### src/sv/itsm_pkg.sv
// Shared types and constants of the tile stitch merge block.
// Used by itsm_cfg, itsm_ctrl, itsm_dp and image_tile_stitch_merge; no dependencies.
package itsm_pkg;

    // View geometry
    localparam int PLANE_COUNT = 3;
    localparam int VIEW_ROWS   = 1024;
    localparam int VIEW_COLS   = 1024;

    localparam int VROW_DEPTH  = PLANE_COUNT * VIEW_ROWS;
    localparam int PIXEL_DEPTH = VROW_DEPTH * VIEW_COLS;
    localparam int VR_W        = $clog2(VIEW_ROWS);
    localparam int VC_W        = $clog2(VIEW_COLS);
    localparam int VROW_IDX_W  = (VROW_DEPTH > 1) ? $clog2(VROW_DEPTH) : 1;
    localparam int PIX_ADDR_W  = $clog2(PIXEL_DEPTH);

    // Field widths
    localparam int OP_W     = 2;
    localparam int COORD_W  = 10;
    localparam int SCORE_W  = 16;
    localparam int METRIC_W = 21;
    localparam int SQ_W     = 2 * COORD_W;
    localparam int TILE_W   = 11;
    localparam int OFS_W    = 11;
    localparam int PLANE_W  = 2;
    localparam int POS_W    = 14;   // signed view position incl. offset

    // Operation codes
    localparam logic [OP_W-1:0] OP_ADD   = 2'd0;
    localparam logic [OP_W-1:0] OP_READ  = 2'd1;
    localparam logic [OP_W-1:0] OP_CLEAR = 2'd2;

    // Configuration register indexes
    localparam int CFG_IDX_W = 3;
    localparam int CFG_DAT_W = 16;
    localparam logic [CFG_IDX_W-1:0] CFG_SCORE_MODE   = 3'd0;
    localparam logic [CFG_IDX_W-1:0] CFG_THRESHOLD    = 3'd1;
    localparam logic [CFG_IDX_W-1:0] CFG_TILE_ROWS    = 3'd2;
    localparam logic [CFG_IDX_W-1:0] CFG_TILE_COLS    = 3'd3;
    localparam logic [CFG_IDX_W-1:0] CFG_ROW_OFFSET   = 3'd4;
    localparam logic [CFG_IDX_W-1:0] CFG_COL_OFFSET   = 3'd5;
    localparam logic [CFG_IDX_W-1:0] CFG_PLANE_SELECT = 3'd6;

    localparam logic [TILE_W-1:0] TILE_SIZE_RESET = 11'd512;

    typedef struct packed {
        logic [OP_W-1:0]    operation;
        logic [COORD_W-1:0] row;
        logic [COORD_W-1:0] col;
        logic [SCORE_W-1:0] score;
    } t_in_item;

    typedef struct packed {
        logic               written;
        logic [SCORE_W-1:0] pixel_value;
        logic               pixel_set;
    } t_out_item;

    typedef struct packed {
        logic                    score_mode;
        logic [SCORE_W-1:0]      threshold;
        logic [TILE_W-1:0]       tile_rows;
        logic [TILE_W-1:0]       tile_cols;
        logic signed [OFS_W-1:0] row_offset;
        logic signed [OFS_W-1:0] col_offset;
        logic [PLANE_W-1:0]      plane_select;
    } t_cfg;

    // Controller to datapath
    typedef struct packed {
        logic ready;     // idle, input item may be taken
        logic calc_en;   // register view position, checks and squares
        logic addr_en;   // register new metric, memories addressed
        logic sweep;     // clear one row of set flags
        logic commit;    // write pixel if taken, load result
    } t_cmd;

    // Datapath to controller
    typedef struct packed {
        logic is_clear;
        logic sweep_last;
        logic out_free;
    } t_sts;

    typedef enum logic [2:0] {
        S_INIT,
        S_IDLE,
        S_CALC,
        S_ADDR,
        S_CLEAR,
        S_LOOK
    } t_state;

endpackage

### src/sv/itsm_cfg.sv
// Configuration register file of the tile stitch merge block.
// Depends on itsm_pkg.
module itsm_cfg (
    input  logic                           i_clk,
    input  logic                           i_rst_n,
    input  logic                           i_cfg_valid,
    output logic                           o_cfg_ready,
    input  logic [itsm_pkg::CFG_IDX_W-1:0] i_cfg_index,
    input  logic [itsm_pkg::CFG_DAT_W-1:0] i_cfg_data,
    output itsm_pkg::t_cfg                 o_cfg
);

    itsm_pkg::t_cfg r_cfg;

    assign o_cfg_ready = 1'b1;
    assign o_cfg       = r_cfg;

    // Register writes; unknown indexes are ignored
    always_ff @(posedge i_clk) begin
        if (!i_rst_n) begin
            r_cfg.score_mode   <= 1'b0;
            r_cfg.threshold    <= '0;
            r_cfg.tile_rows    <= itsm_pkg::TILE_SIZE_RESET;
            r_cfg.tile_cols    <= itsm_pkg::TILE_SIZE_RESET;
            r_cfg.row_offset   <= '0;
            r_cfg.col_offset   <= '0;
            r_cfg.plane_select <= '0;
        end else if (i_cfg_valid) begin
            unique case (i_cfg_index)
                itsm_pkg::CFG_SCORE_MODE:   r_cfg.score_mode <= i_cfg_data[0];
                itsm_pkg::CFG_THRESHOLD:    r_cfg.threshold  <= i_cfg_data;
                itsm_pkg::CFG_TILE_ROWS: begin
                    r_cfg.tile_rows <= i_cfg_data[itsm_pkg::TILE_W-1:0];
                end
                itsm_pkg::CFG_TILE_COLS: begin
                    r_cfg.tile_cols <= i_cfg_data[itsm_pkg::TILE_W-1:0];
                end
                itsm_pkg::CFG_ROW_OFFSET: begin
                    r_cfg.row_offset <= $signed(i_cfg_data[itsm_pkg::OFS_W-1:0]);
                end
                itsm_pkg::CFG_COL_OFFSET: begin
                    r_cfg.col_offset <= $signed(i_cfg_data[itsm_pkg::OFS_W-1:0]);
                end
                itsm_pkg::CFG_PLANE_SELECT: begin
                    r_cfg.plane_select <= i_cfg_data[itsm_pkg::PLANE_W-1:0];
                end
                default: ;
            endcase
        end
    end

endmodule

### config.mk
export PLATFORM = sky130hd
export DESIGN_NAME = itsm_cfg
export DESIGN_NICKNAME = d
export VERILOG_FILES = /design/src/sv/itsm_pkg.sv /design/src/sv/itsm_cfg.sv
export SDC_FILE = /design/constraint.sdc
export NUM_CORES = 1
export LEC_CHECK = 0
export ABC_AREA = 0
export BUFFER_PORTS_ARGS = -buffer_cell sky130_fd_sc_hd__buf_2
export CAP_MARGIN = 40
export CELL_PAD_IN_SITES_DETAIL_PLACEMENT = 0
export CELL_PAD_IN_SITES_GLOBAL_PLACEMENT = 2
export CORE_UTILIZATION = 31
export DETAILED_ROUTE_END_ITERATION = 10
export GPL_ROUTABILITY_DRIVEN = 0
export PLACE_DENSITY = 0.91
export SYNTH_ARGS = -nofsm -noshare
export SYNTH_HDL_FRONTEND = slang
export SYNTH_SLANG_ARGS = --single-unit
### constraint.sdc
create_clock -name i_clk -period 1.4 [get_ports i_clk]
set_input_delay 0.14 -clock i_clk [delete_from_list [all_inputs] [get_ports i_clk]]
set_output_delay 0.14 -clock i_clk [all_outputs]
set_load 0.03 [all_outputs]
### After elaboration in Yosys (flattened, before gate mapping)

Index checks and enable logic that the tools add are counted.

* memories: 0
* RAM bits: 0
* word-level logic and storage cells: 21
* memory bits (read-only): 0
* bits in registers: 63
* bits in latches: 0
* output and inout bits: 64

* div/mod/pow operators: 0
* equality and inequality tests: 6
* bitwise gates (word level): 0
* muxes and demuxes: 0
* add/sub/neg operators: 0
* reductions and logical operators: 8
* shift operators: 0
* $mul: 0
* magnitude comparators: 0

Operators by type and width (number)
* AND reduction 2 bit: 7
* equality test 3 bit, second input constant: 3
* equality test 3 x 2 -> 1 bit, second input constant: 2
* equality test 3 x 1 -> 1 bit, second input constant: 1
* zero test 3 bit: 1

### Logic depth before layout (Yosys ltp)

* depth in word-level cells: 2
* mapped depth: 4
* mapped depth without buffers: 2

### Worst setup path before layout

No wires, ideal clock.

* path type: input port to flip-flop
* from: input i_cfg_index[2] (netlist bit)
* to: register r_cfg (netlist bit o_cfg[46])
* setup slack: 0.463 ns
* data arrival time: 0.865 ns
* required time: 1.328 ns
* stages: 4
* buffers on the path: 2
* cells stage by stage: and4bb_1 buf_4 buf_6 mux2i_1

* longest elaborated chain between the ends: 2

Ends and longest elaborated chain
* from (decl): RTL line itsm_cfg.sv:8 `input logic [itsm_pkg::CFG_IDX_W-1:0] i_cfg_index,`
* equality test 3 x 1 -> 1 bit: RTL line itsm_cfg.sv:29 `unique case (i_cfg_index)`
* AND reduction 2 bit (no line)
* to (decl): RTL line itsm_cfg.sv:13 `itsm_pkg::t_cfg r_cfg;`

No other way between the ends.
A chain may end at the register's enable or synchronous reset.

### Worst setup path after layout

* from: register r_cfg (netlist bit o_cfg[41])
* to: output o_cfg[41] (netlist bit)

RTL lines
* to (decl): RTL line itsm_cfg.sv:10 `output itsm_pkg::t_cfg o_cfg`

No word-level cell between the ends.

==> flow_summary.yaml <==
critical_path:
  critPathArrivalTime_ps: 890
  critPathRequiredTime_ps: 1260
  worst-path-buf-inv: 1
  path_class: "reg -> out"
  slowest_stage: "dfxtp_1"
  path_max_fanout: 2
  cpLargestDelayFamily: "flip-flops"
  end_kind: "output port"
  startpoint_type: "flip-flop"
  crit_chain: "buf_2"
  slowest_delay_ps: 350
logic_synthesis:
  synth_cells: 230
  synthSimpleGateAreaFrac: 0.161
  ys_async_sr_fraction: 0
  synth_top_family_by_area: "multiplexers"
  synth_xor_area_frac: 0
  seq_area_frac_synth: 0.535
  synth-edff-count: 0
  synth_top_flop_cell: "dfxtp_1"
  synth_fp_nets: 252
  synth_mux_area_frac: 0.267
  yosys_warnings: 0
  synth_adder_area_share: 0
  synth_seq_cells: 63
  synthesis.area_um2: 2360
  avgSynthCellArea_um2: 10.3
  synth_compound_area_frac: 0
  ys_types: 14
job:
  max_cap_viol_count: 0
timing:
  min_period_over_period: 0.737
  timing.fmax_mhz: 969
  fin_ws_ps: 368
  post-route-min-period_ps: 1030
  setup_viol: 0
  maxSlewViolCount: 0
  hold_violations: 0
  setup_tns_ps: 0
  fin_skew_ps: 0
  rsz0062_at_grt: "false"
final_layout:
  final_util: 0.430
  fillers: 775
  fin_nets: 338
  instances_no_fill: 420
  area_growth_pct: 32.8
  drive_above_1_share: 0.330
  diodes: 0
  largest_reg_flops: 63
min_path:
  hold_path_class: "in -> reg"
global_route:
  grt_overflow_total: 0
  grt_max_degree: 45
  first_global_vias: 1748
  grt_antenna_before_repair: 0
  grt_pass1_wl_mm: 8.73
  grt_usage: 0.152
drt:
  first_pass_iters: 4
  drcViolationCount: 0
  vias_per_cell: 4.38
  first_iter_violations: 45
  dr_total_vias: 1841
  drt-total-wl_mm: 5.73
  drtAntennaViolNets: 0
  routedWlPerCell_um: 13.6
placed_design:
  numPortBuffers: 84
  dp.cells: 404
  dp.final_hpwl_mm: 3.97
  dp_worst_setup_slack_ps: 315
floorplanning:
  io_pins: 86
  initial_core_util: 0.323
  die_area_um2: 7960
  dieHeight_um: 89.2
  core_area_um2: 7290
  rows: 31
  die_w_um: 89.2
clocking:
  root_buffer: "clkbuf_8"
  cts_buffer_depth: 2
  tritoncts: "done"
  clk_pin_slew_worst_paths_ps: 70
  clkSinkCount: 63
  h-tree-depth: 3
  cts_made_buffers: 9
  clk_latency_ps: 320
  cts_resized: 0
  cts_setup_buffers: 0
  cts-hold-fix-buffers: 0
status:
  status: "finished clean"
power_and_ir_drop:
  peakVddDrop_mv: 0.503
  power.leakage_uw: 0.00160
  power_density_nw_per_um2: 1260
[power by group]
part	leakage [uW]	internal, uW	switching, uW	total [uW]
Combinational	0.000972	113	218	332
Clock	0.000114	1100	668	1770
Sequential	0.000510	1830	19.8	1850
[logic make-up (layout without fill, tap and decap cells)]
| kind of cell | count (synthesis) | count (layout) |
|---|---|---|
| other | 1 | 1 |
| and+or+nand+nor | 87 | 87 |
| buffers and inverters | 16 | 107 |
| DFF | 63 | 63 |
| muxes | 63 | 63 |
[metrics by stage]
stage          hold WS [ps]  total power (uW)  instance area, um^2
2_1_floorplan           282              2100                 2360
3_3_place_gp            389              2220                 2910
3_5_place_dp            393              2230                 2910
4_1_cts                32.5              4010                 3130
5_1_grt                47.7              4110                 3130
6_report               47.7              3950                 3130
[cells in the mapped netlist (3+ instances only)]
master	count	area, um^2
nand2_1	77	289
dfxtp_1	63	1260
mux2i_1	63	631
clkbuf_1	8	30.0
buf_2	4	20.0
buf_4	3	22.5
nand4b_1	3	26.3
nor2b_1	3	18.8
[metal layers]
metal | part of all wire | track usage | vias up
li1 | - | - | 938
met1 | 0.49 | 0.202 | 844
met3 | 0.046 | 0.0360 | 10
met2 | 0.44 | 0.225 | 49
met5 | 0 | 0 | -
met4 | 0.019 | 0.0866 | 0
[worst register-to-register path, delay by kind of cell, from the launching register on]
kind,cells,cell delay (ps)
simple gates,1,60
flops,1,340
mux,1,140
[cell type report]
type	count	area, um^2	share of cell area
tap	99	124	0.0395
clock inverter	3	65.1	0.0208
sequential	63	1260	0.403
timing repair buffer	91	510	0.163
multi-input combinational	151	1010	0.323
clock buffer	13	159	0.0507
[worst paths after layout]
check	startpoint	to	slack [ps]	cells after the start
worst max-delay path	o_cfg[41]$_SDFFE_PN0P_	o_cfg[41]	370	1
worst min-delay path	i_cfg_data[11]	o_cfg[57]$_SDFFE_PN0P_	50	3
worst max register to register	o_cfg[62]$_SDFFE_PN0P_	o_cfg[62]$_SDFFE_PN0P_	790	2
worst min register to register	o_cfg[13]$_SDFFE_PN0P_	o_cfg[13]$_SDFFE_PN0P_	450	2
[layout by cell type, fill, tap and decap left out, drive strengths merged]
master / Yosys / layout
and4bb: 2 / 2
buf: 8 / 91
bufinv: 0 / 2
clkbuf: 8 / 13
clkinv: 0 / 1
conb: 1 / 1
dfxtp: 63 / 63
mux2i: 63 / 63
nand2: 77 / 77
nand4b: 3 / 3
nand4bb: 1 / 1
nor2b: 3 / 3
nor4b: 1 / 1
Power figures use the tool's default switching activity.
