--- src/sv/itsm_pkg.sv ---
// Shared types and constants of the tile stitch merge block.
// Used by itsm_cfg, itsm_ctrl, itsm_dp and image_tile_stitch_merge; no dependencies.
package itsm_pkg;

    // View geometry
    localparam int PLANE_COUNT = 3;
    localparam int VIEW_ROWS   = 1024;
    localparam int VIEW_COLS   = 1024;

    localparam int VROW_DEPTH  = PLANE_COUNT * VIEW_ROWS;
    localparam int PIXEL_DEPTH = VROW_DEPTH * VIEW_COLS;
    localparam int VR_W        = $clog2(VIEW_ROWS);
    localparam int VC_W        = $clog2(VIEW_COLS);
    localparam int VROW_IDX_W  = (VROW_DEPTH > 1) ? $clog2(VROW_DEPTH) : 1;
    localparam int PIX_ADDR_W  = $clog2(PIXEL_DEPTH);

    // Field widths
    localparam int OP_W     = 2;
    localparam int COORD_W  = 10;
    localparam int SCORE_W  = 16;
    localparam int METRIC_W = 21;
    localparam int SQ_W     = 2 * COORD_W;
    localparam int TILE_W   = 11;
    localparam int OFS_W    = 11;
    localparam int PLANE_W  = 2;
    localparam int POS_W    = 14;   // signed view position incl. offset

    // Operation codes
    localparam logic [OP_W-1:0] OP_ADD   = 2'd0;
    localparam logic [OP_W-1:0] OP_READ  = 2'd1;
    localparam logic [OP_W-1:0] OP_CLEAR = 2'd2;

    // Configuration register indexes
    localparam int CFG_IDX_W = 3;
    localparam int CFG_DAT_W = 16;
    localparam logic [CFG_IDX_W-1:0] CFG_SCORE_MODE   = 3'd0;
    localparam logic [CFG_IDX_W-1:0] CFG_THRESHOLD    = 3'd1;
    localparam logic [CFG_IDX_W-1:0] CFG_TILE_ROWS    = 3'd2;
    localparam logic [CFG_IDX_W-1:0] CFG_TILE_COLS    = 3'd3;
    localparam logic [CFG_IDX_W-1:0] CFG_ROW_OFFSET   = 3'd4;
    localparam logic [CFG_IDX_W-1:0] CFG_COL_OFFSET   = 3'd5;
    localparam logic [CFG_IDX_W-1:0] CFG_PLANE_SELECT = 3'd6;

    localparam logic [TILE_W-1:0] TILE_SIZE_RESET = 11'd512;

    typedef struct packed {
        logic [OP_W-1:0]    operation;
        logic [COORD_W-1:0] row;
        logic [COORD_W-1:0] col;
        logic [SCORE_W-1:0] score;
    } t_in_item;

    typedef struct packed {
        logic               written;
        logic [SCORE_W-1:0] pixel_value;
        logic               pixel_set;
    } t_out_item;

    typedef struct packed {
        logic                    score_mode;
        logic [SCORE_W-1:0]      threshold;
        logic [TILE_W-1:0]       tile_rows;
        logic [TILE_W-1:0]       tile_cols;
        logic signed [OFS_W-1:0] row_offset;
        logic signed [OFS_W-1:0] col_offset;
        logic [PLANE_W-1:0]      plane_select;
    } t_cfg;

    // Controller to datapath
    typedef struct packed {
        logic ready;     // idle, input item may be taken
        logic calc_en;   // register view position, checks and squares
        logic addr_en;   // register new metric, memories addressed
        logic sweep;     // clear one row of set flags
        logic commit;    // write pixel if taken, load result
    } t_cmd;

    // Datapath to controller
    typedef struct packed {
        logic is_clear;
        logic sweep_last;
        logic out_free;
    } t_sts;

    typedef enum logic [2:0] {
        S_INIT,
        S_IDLE,
        S_CALC,
        S_ADDR,
        S_CLEAR,
        S_LOOK
    } t_state;

endpackage

--- src/sv/itsm_ctrl.sv ---
// Sequencing state machine of the tile stitch merge block.
// Depends on itsm_pkg; drives the datapath through t_cmd, reads t_sts.
module itsm_ctrl (
    input  logic           i_clk,
    input  logic           i_rst_n,
    input  logic           i_valid,
    input  itsm_pkg::t_sts i_sts,
    output itsm_pkg::t_cmd o_cmd
);

    itsm_pkg::t_state r_state;
    itsm_pkg::t_state n_state;

    always_ff @(posedge i_clk) begin
        if (!i_rst_n) begin
            r_state <= itsm_pkg::S_INIT;
        end else begin
            r_state <= n_state;
        end
    end

    // Next state
    always_comb begin
        n_state = r_state;
        unique case (r_state)
            itsm_pkg::S_INIT: begin
                if (i_sts.sweep_last) n_state = itsm_pkg::S_IDLE;
            end
            itsm_pkg::S_IDLE: begin
                if (i_valid) n_state = itsm_pkg::S_CALC;
            end
            itsm_pkg::S_CALC: begin
                n_state = i_sts.is_clear ? itsm_pkg::S_CLEAR : itsm_pkg::S_ADDR;
            end
            itsm_pkg::S_ADDR: n_state = itsm_pkg::S_LOOK;
            itsm_pkg::S_CLEAR: begin
                if (i_sts.sweep_last) n_state = itsm_pkg::S_LOOK;
            end
            itsm_pkg::S_LOOK: begin
                if (i_sts.out_free) n_state = itsm_pkg::S_IDLE;
            end
            default: n_state = itsm_pkg::S_INIT;
        endcase
    end

    // Commands
    always_comb begin
        o_cmd = '0;
        unique case (r_state)
            itsm_pkg::S_INIT:  o_cmd.sweep   = 1'b1;
            itsm_pkg::S_IDLE:  o_cmd.ready   = 1'b1;
            itsm_pkg::S_CALC:  o_cmd.calc_en = 1'b1;
            itsm_pkg::S_ADDR:  o_cmd.addr_en = 1'b1;
            itsm_pkg::S_CLEAR: o_cmd.sweep   = 1'b1;
            itsm_pkg::S_LOOK:  o_cmd.commit  = i_sts.out_free;
            default: ;
        endcase
    end

endmodule

--- config.mk ---
export PLATFORM = sky130hd
export DESIGN_NAME = itsm_ctrl
export DESIGN_NICKNAME = d
export VERILOG_FILES = /design/src/sv/itsm_pkg.sv /design/src/sv/itsm_ctrl.sv
export SDC_FILE = /design/constraint.sdc
export NUM_CORES = 1
export LEC_CHECK = 0
export BUFFER_PORTS_ARGS = -buffer_cell sky130_fd_sc_hd__buf_2
export CAP_MARGIN = 10
export CORE_AREA = 2 2 39 41
export DETAILED_ROUTE_END_ITERATION = 8
export DIE_AREA = 0 0 41 43
export PLACE_DENSITY = 0.38
export SYNTH_ARGS = -nofsm -noshare
export SYNTH_HDL_FRONTEND = slang
export SYNTH_SLANG_ARGS = --single-unit
export TNS_END_PERCENT = 10
--- constraint.sdc ---
create_clock -name i_clk -period 2.93 [get_ports i_clk]
set_clock_uncertainty 0.2 [all_clocks]
set_input_delay 0.586 -clock i_clk [delete_from_list [all_inputs] [get_ports i_clk]]
set_output_delay 0.586 -clock i_clk [all_outputs]
set_load 0.02 [all_outputs]
### Yosys cells after proc, flatten, opt, wreduce, memory -nomap -nowiden

Index checks and enable logic that the tools add are counted.

| word-level totals | value |
|---|---|
| register bits after elaboration | 3 |
| output and inout bits | 5 |

| operators by class | value |
|---|---|
| equality and inequality tests | 9 |
| mux-type cells | 11 |
| reduce and logical (&&, ||, !) cells | 3 |

Operators with widths:

| kind | number |
|---|---|
| $pmux W3 S6 | 1 |
| $mux W3 | 5 |
| $ne A2 B2 Y1 const B | 4 |
| $eq A3 B2 Y1 const B | 2 |
| $eq A3 B3 Y1 const B | 2 |
| $mux W1 | 5 |
| $reduce_and A4 Y1 | 1 |
| $eq A3 B1 Y1 const B | 1 |
| $logic_not A3 Y1 | 1 |
| $reduce_or A2 Y1 | 1 |

### Logic depth before layout (Yosys ltp)

| depth | value |
|---|---|
| depth after elaboration | 3 |
| depth in mapped cells | 4 |

### Worst setup path before layout

OpenSTA, ideal clock, no wires.

| timing path | value |
|---|---|
| path kind | reg2out |
| start point | register r_state[1] |
| end point | output port o_cmd[3] (netlist name) |
| data arrival time | 1019 ps |
| path slack | 1125 ps |
| cell stages (with the launch flop) | 3 |
| path buffers | 0 |
| cells stage by stage | dfxtp_1 > inv_1 > nor3_1 |

RTL lines:

| what | RTL line | text |
|---|---|---|
| from (decl) | itsm_ctrl.sv:11 | `itsm_pkg::t_state r_state;` |
| from (signal assigned) | itsm_ctrl.sv:16 | `r_state <= itsm_pkg::S_INIT;` |
| from (signal assigned) | itsm_ctrl.sv:18 | `r_state <= n_state;` |
| to (decl) | itsm_ctrl.sv:8 | `output itsm_pkg::t_cmd o_cmd` |

==> impl_metrics.json <==
{
  "yosysTopAreaCell": "dfxtp_1",
  "async_flop_share_pct": 0,
  "whs_endpoint": "r_state[1]",
  "worstHoldStart": "r_state[2]",
  "cts_resized": 0,
  "multiInputGateArea_um2": 140,
  "hpwlAfterDp_um": 391,
  "power.total_uw": 158,
  "antenna_found_initial": 0,
  "die_w_um": 41,
  "crit_type": "flop to output port",
  "remaining_drc_errors": 0,
  "peakVddDrop_mv": 0.194,
  "setup_viol": 0,
  "fill_cells": 168,
  "min_period_ns": 2.06,
  "start_kind": "flop",
  "r2r_cells": 3,
  "reg2reg_slack_ns": 1.69,
  "placed_area_um2": 274,
  "cts_sinks": 3,
  "worst_slew_pin_slew_ns": 0.320,
  "antenna_left": 0,
  "portBuffers": 10,
  "cts.path.max_buffers": 2,
  "leakage_nw": 0.134,
  "timing.final.ws_setup_ns": 0.873,
  "top_regs": "r_state (3)",
  "drive_gt1_share_pct": 51.4,
  "vias_per_cell": 3.92,
  "yosys_warnings": 0,
  "clkTransAtPathRegs_ns": 0.04,
  "cts_tree": "yes",
  "grt_pass1_wl_um": 876,
  "cp.arrival_ns": 1.27,
  "synth_edf_count": 0,
  "finalSetupTns_ns": 0,
  "grt_use_total_pct": 7.72,
  "rows": 14,
  "dp_slack_ns": 1.11,
  "cp_slowest_cell": "dfxtp_1",
  "endpoint_kind": "output port",
  "layout.area.seq_um2": 60.1,
  "ys_seq_area_share_pct": 27.9,
  "synth.top_cells.by_area": "dfxtp_1 (28%), nor2b_4 (6.4%), a22oi_2 (5.8%)",
  "status": "completed",
  "h-tree-depth": 1,
  "synthFlopType": "dfxtp_1",
  "ios": 11,
  "core_area_um2": 1380,
  "antenna_cells": 0,
  "gr-total-overflow": 0,
  "grt_pass1_vias": 197,
  "postSynthNetCount": 30,
  "grt_max_degree": 11,
  "hold_viol": 0,
  "cp_top_family": "flip-flops",
  "holdPathStages": 1,
  "slowest_delay_ns": 0.50,
  "fmax_mhz": 486,
  "top_register": "r_state",
  "syn_area_um2": 215,
  "slew_headroom_pct": 78.6,
  "area_growth_syn_to_layout_pct": 39.5,
  "post_cts_buffers": 0,
  "yosys-top-cells-count": "dfxtp_1 (3), nand2_1 (2), nand3_1 (2), nor2_1 (2)",
  "critPathBufInv": 1,
  "syn_avg_cell_area_um2": 8.97,
  "fin_nets": 44,
  "die_area_um2": 1760,
  "critPathRequiredTime_ns": 2.14,
  "maxCapViolations": 0,
  "synth-seq-cells": 3,
  "largest_reg_flops": 3,
  "rr_startpoint": "r_state[0]",
  "worstPathMaxFanout": 10,
  "hp-class": "flop to flop",
  "finalMaxSlewViolations": 0,
  "start_util_pct": 15.6,
  "synth_most_common_cell": "dfxtp_1",
  "ctsHoldBuffers": 0,
  "vias": 208,
  "wl_per_cell_um": 9.51,
  "cts_buffers": 3,
  "synth_top_area_share_pct": 27.9,
  "dr.pass1.iters": 3,
  "crit_chain": "nor2b_4 -> and3_1 -> buf_2",
  "powerDensity_nw_per_um2": 526,
  "r2r-end": "r_state[1]",
  "clk_latency_ns": 0.23,
  "cts-root-buf": "clkbuf_4",
  "synth_cell_types": 19,
  "rsz0062_at_grt": "no",
  "gp_congestion": 0.611,
  "die_h_um": 43,
  "drt_wl_total_um": 504,
  "final_area_um2": 300,
  "min_period_over_period_pct": 70.2,
  "synthCells": 24,
  "initialDrtViolationCount": 5
}
[cell type report]
cell class / count / share of cell area (%)
clock buffers: 4 / 8.75
inverters: 1 / 1.25
multi-input cells: 19 / 46.7
flip-flops and latches: 3 / 20.0
well taps: 16 / 6.67
repair buffers: 10 / 16.7
[cells in the final DEF (no fill, tap or decap)]
| master | netlist | layout |
|---|---|---|
| clkbuf_4 | 0 | 3 |
| and3_1 | 1 | 1 |
| a22oi_2 | 1 | 1 |
| nand3_1 | 2 | 2 |
| nor2_1 | 2 | 2 |
| nand2b_1 | 1 | 1 |
| nor2b_4 | 1 | 1 |
| nor3_1 | 1 | 1 |
| o2111ai_1 | 1 | 1 |
| clkbuf_1 | 0 | 1 |
| a21boi_2 | 1 | 1 |
| inv_1 | 1 | 1 |
| and2b_4 | 1 | 1 |
| o21ai_2 | 1 | 1 |
| nand2_1 | 2 | 2 |
| nor2b_1 | 1 | 1 |
| nand3b_1 | 1 | 1 |
| dfxtp_1 | 3 | 3 |
| buf_2 | 0 | 10 |
| nor3b_2 | 1 | 1 |
| and2_1 | 1 | 1 |
[per-layer routing]
metal | part of all wire (%) | up-vias | GRT usage (%)
met3 | 9.7 | 0 | 4.71
li1 | - | 108 | -
met2 | 39 | 11 | 7.50
met1 | 51 | 89 | 12.1
met5 | 0 | - | 0
met4 | 0 | 0 | 4.00
[worst max path at each step]
stage | start | endpoint | cells past startpoint
finish | r_state[0] | o_cmd[0] | 3
global route | r_state[0] | o_cmd[4] | 3
CTS | r_state[0] | o_cmd[0] | 3
detailed placement | r_state[0] | o_cmd[0] | 3
global placement | r_state[0] | o_cmd[0] | 3
floorplan | r_state[1] | o_cmd[3] | 2
[where the power goes]
part / total (mW) / switching (mW) / internal (mW)
clock: 0.0721 / 0.0211 / 0.0510
sequential: 0.0513 / 0.00701 / 0.0443
combinational: 0.0347 / 0.0177 / 0.0170
total: 0.158 / 0.0458 / 0.112
[through the flow]
| step | hold WS (ns) | utilization [%] | cells |
|---|---|---|---|
| after floorplan | 0.292 | - | 24 |
| after global placement | 0.364 | 19.8 | 49 |
| after detailed placement | 0.353 | 19.8 | 49 |
| after CTS | 0.357 | 21.7 | 53 |
| after global routing | 0.412 | 21.7 | 53 |
| final | 0.353 | 21.7 | 53 |
[worst reg2reg max path: stages, from the launching register on]
cell	delay, ns
dfxtp_1	0.50
nor2b_4	0.23
a22oi_2	0.09
nor3b_2	0.15
[logic make-up (layout without fill, tap and decap cells)]
kind of cell | count (synthesis) | in the layout | synth area share [%]
compound gates | 4 | 4 | 19.2
simple gates | 15 | 15 | 45.9
buf+inv | 2 | 15 | 6.97
flops | 3 | 3 | 27.9
Note: power is estimated with default switching activity, not from simulation.
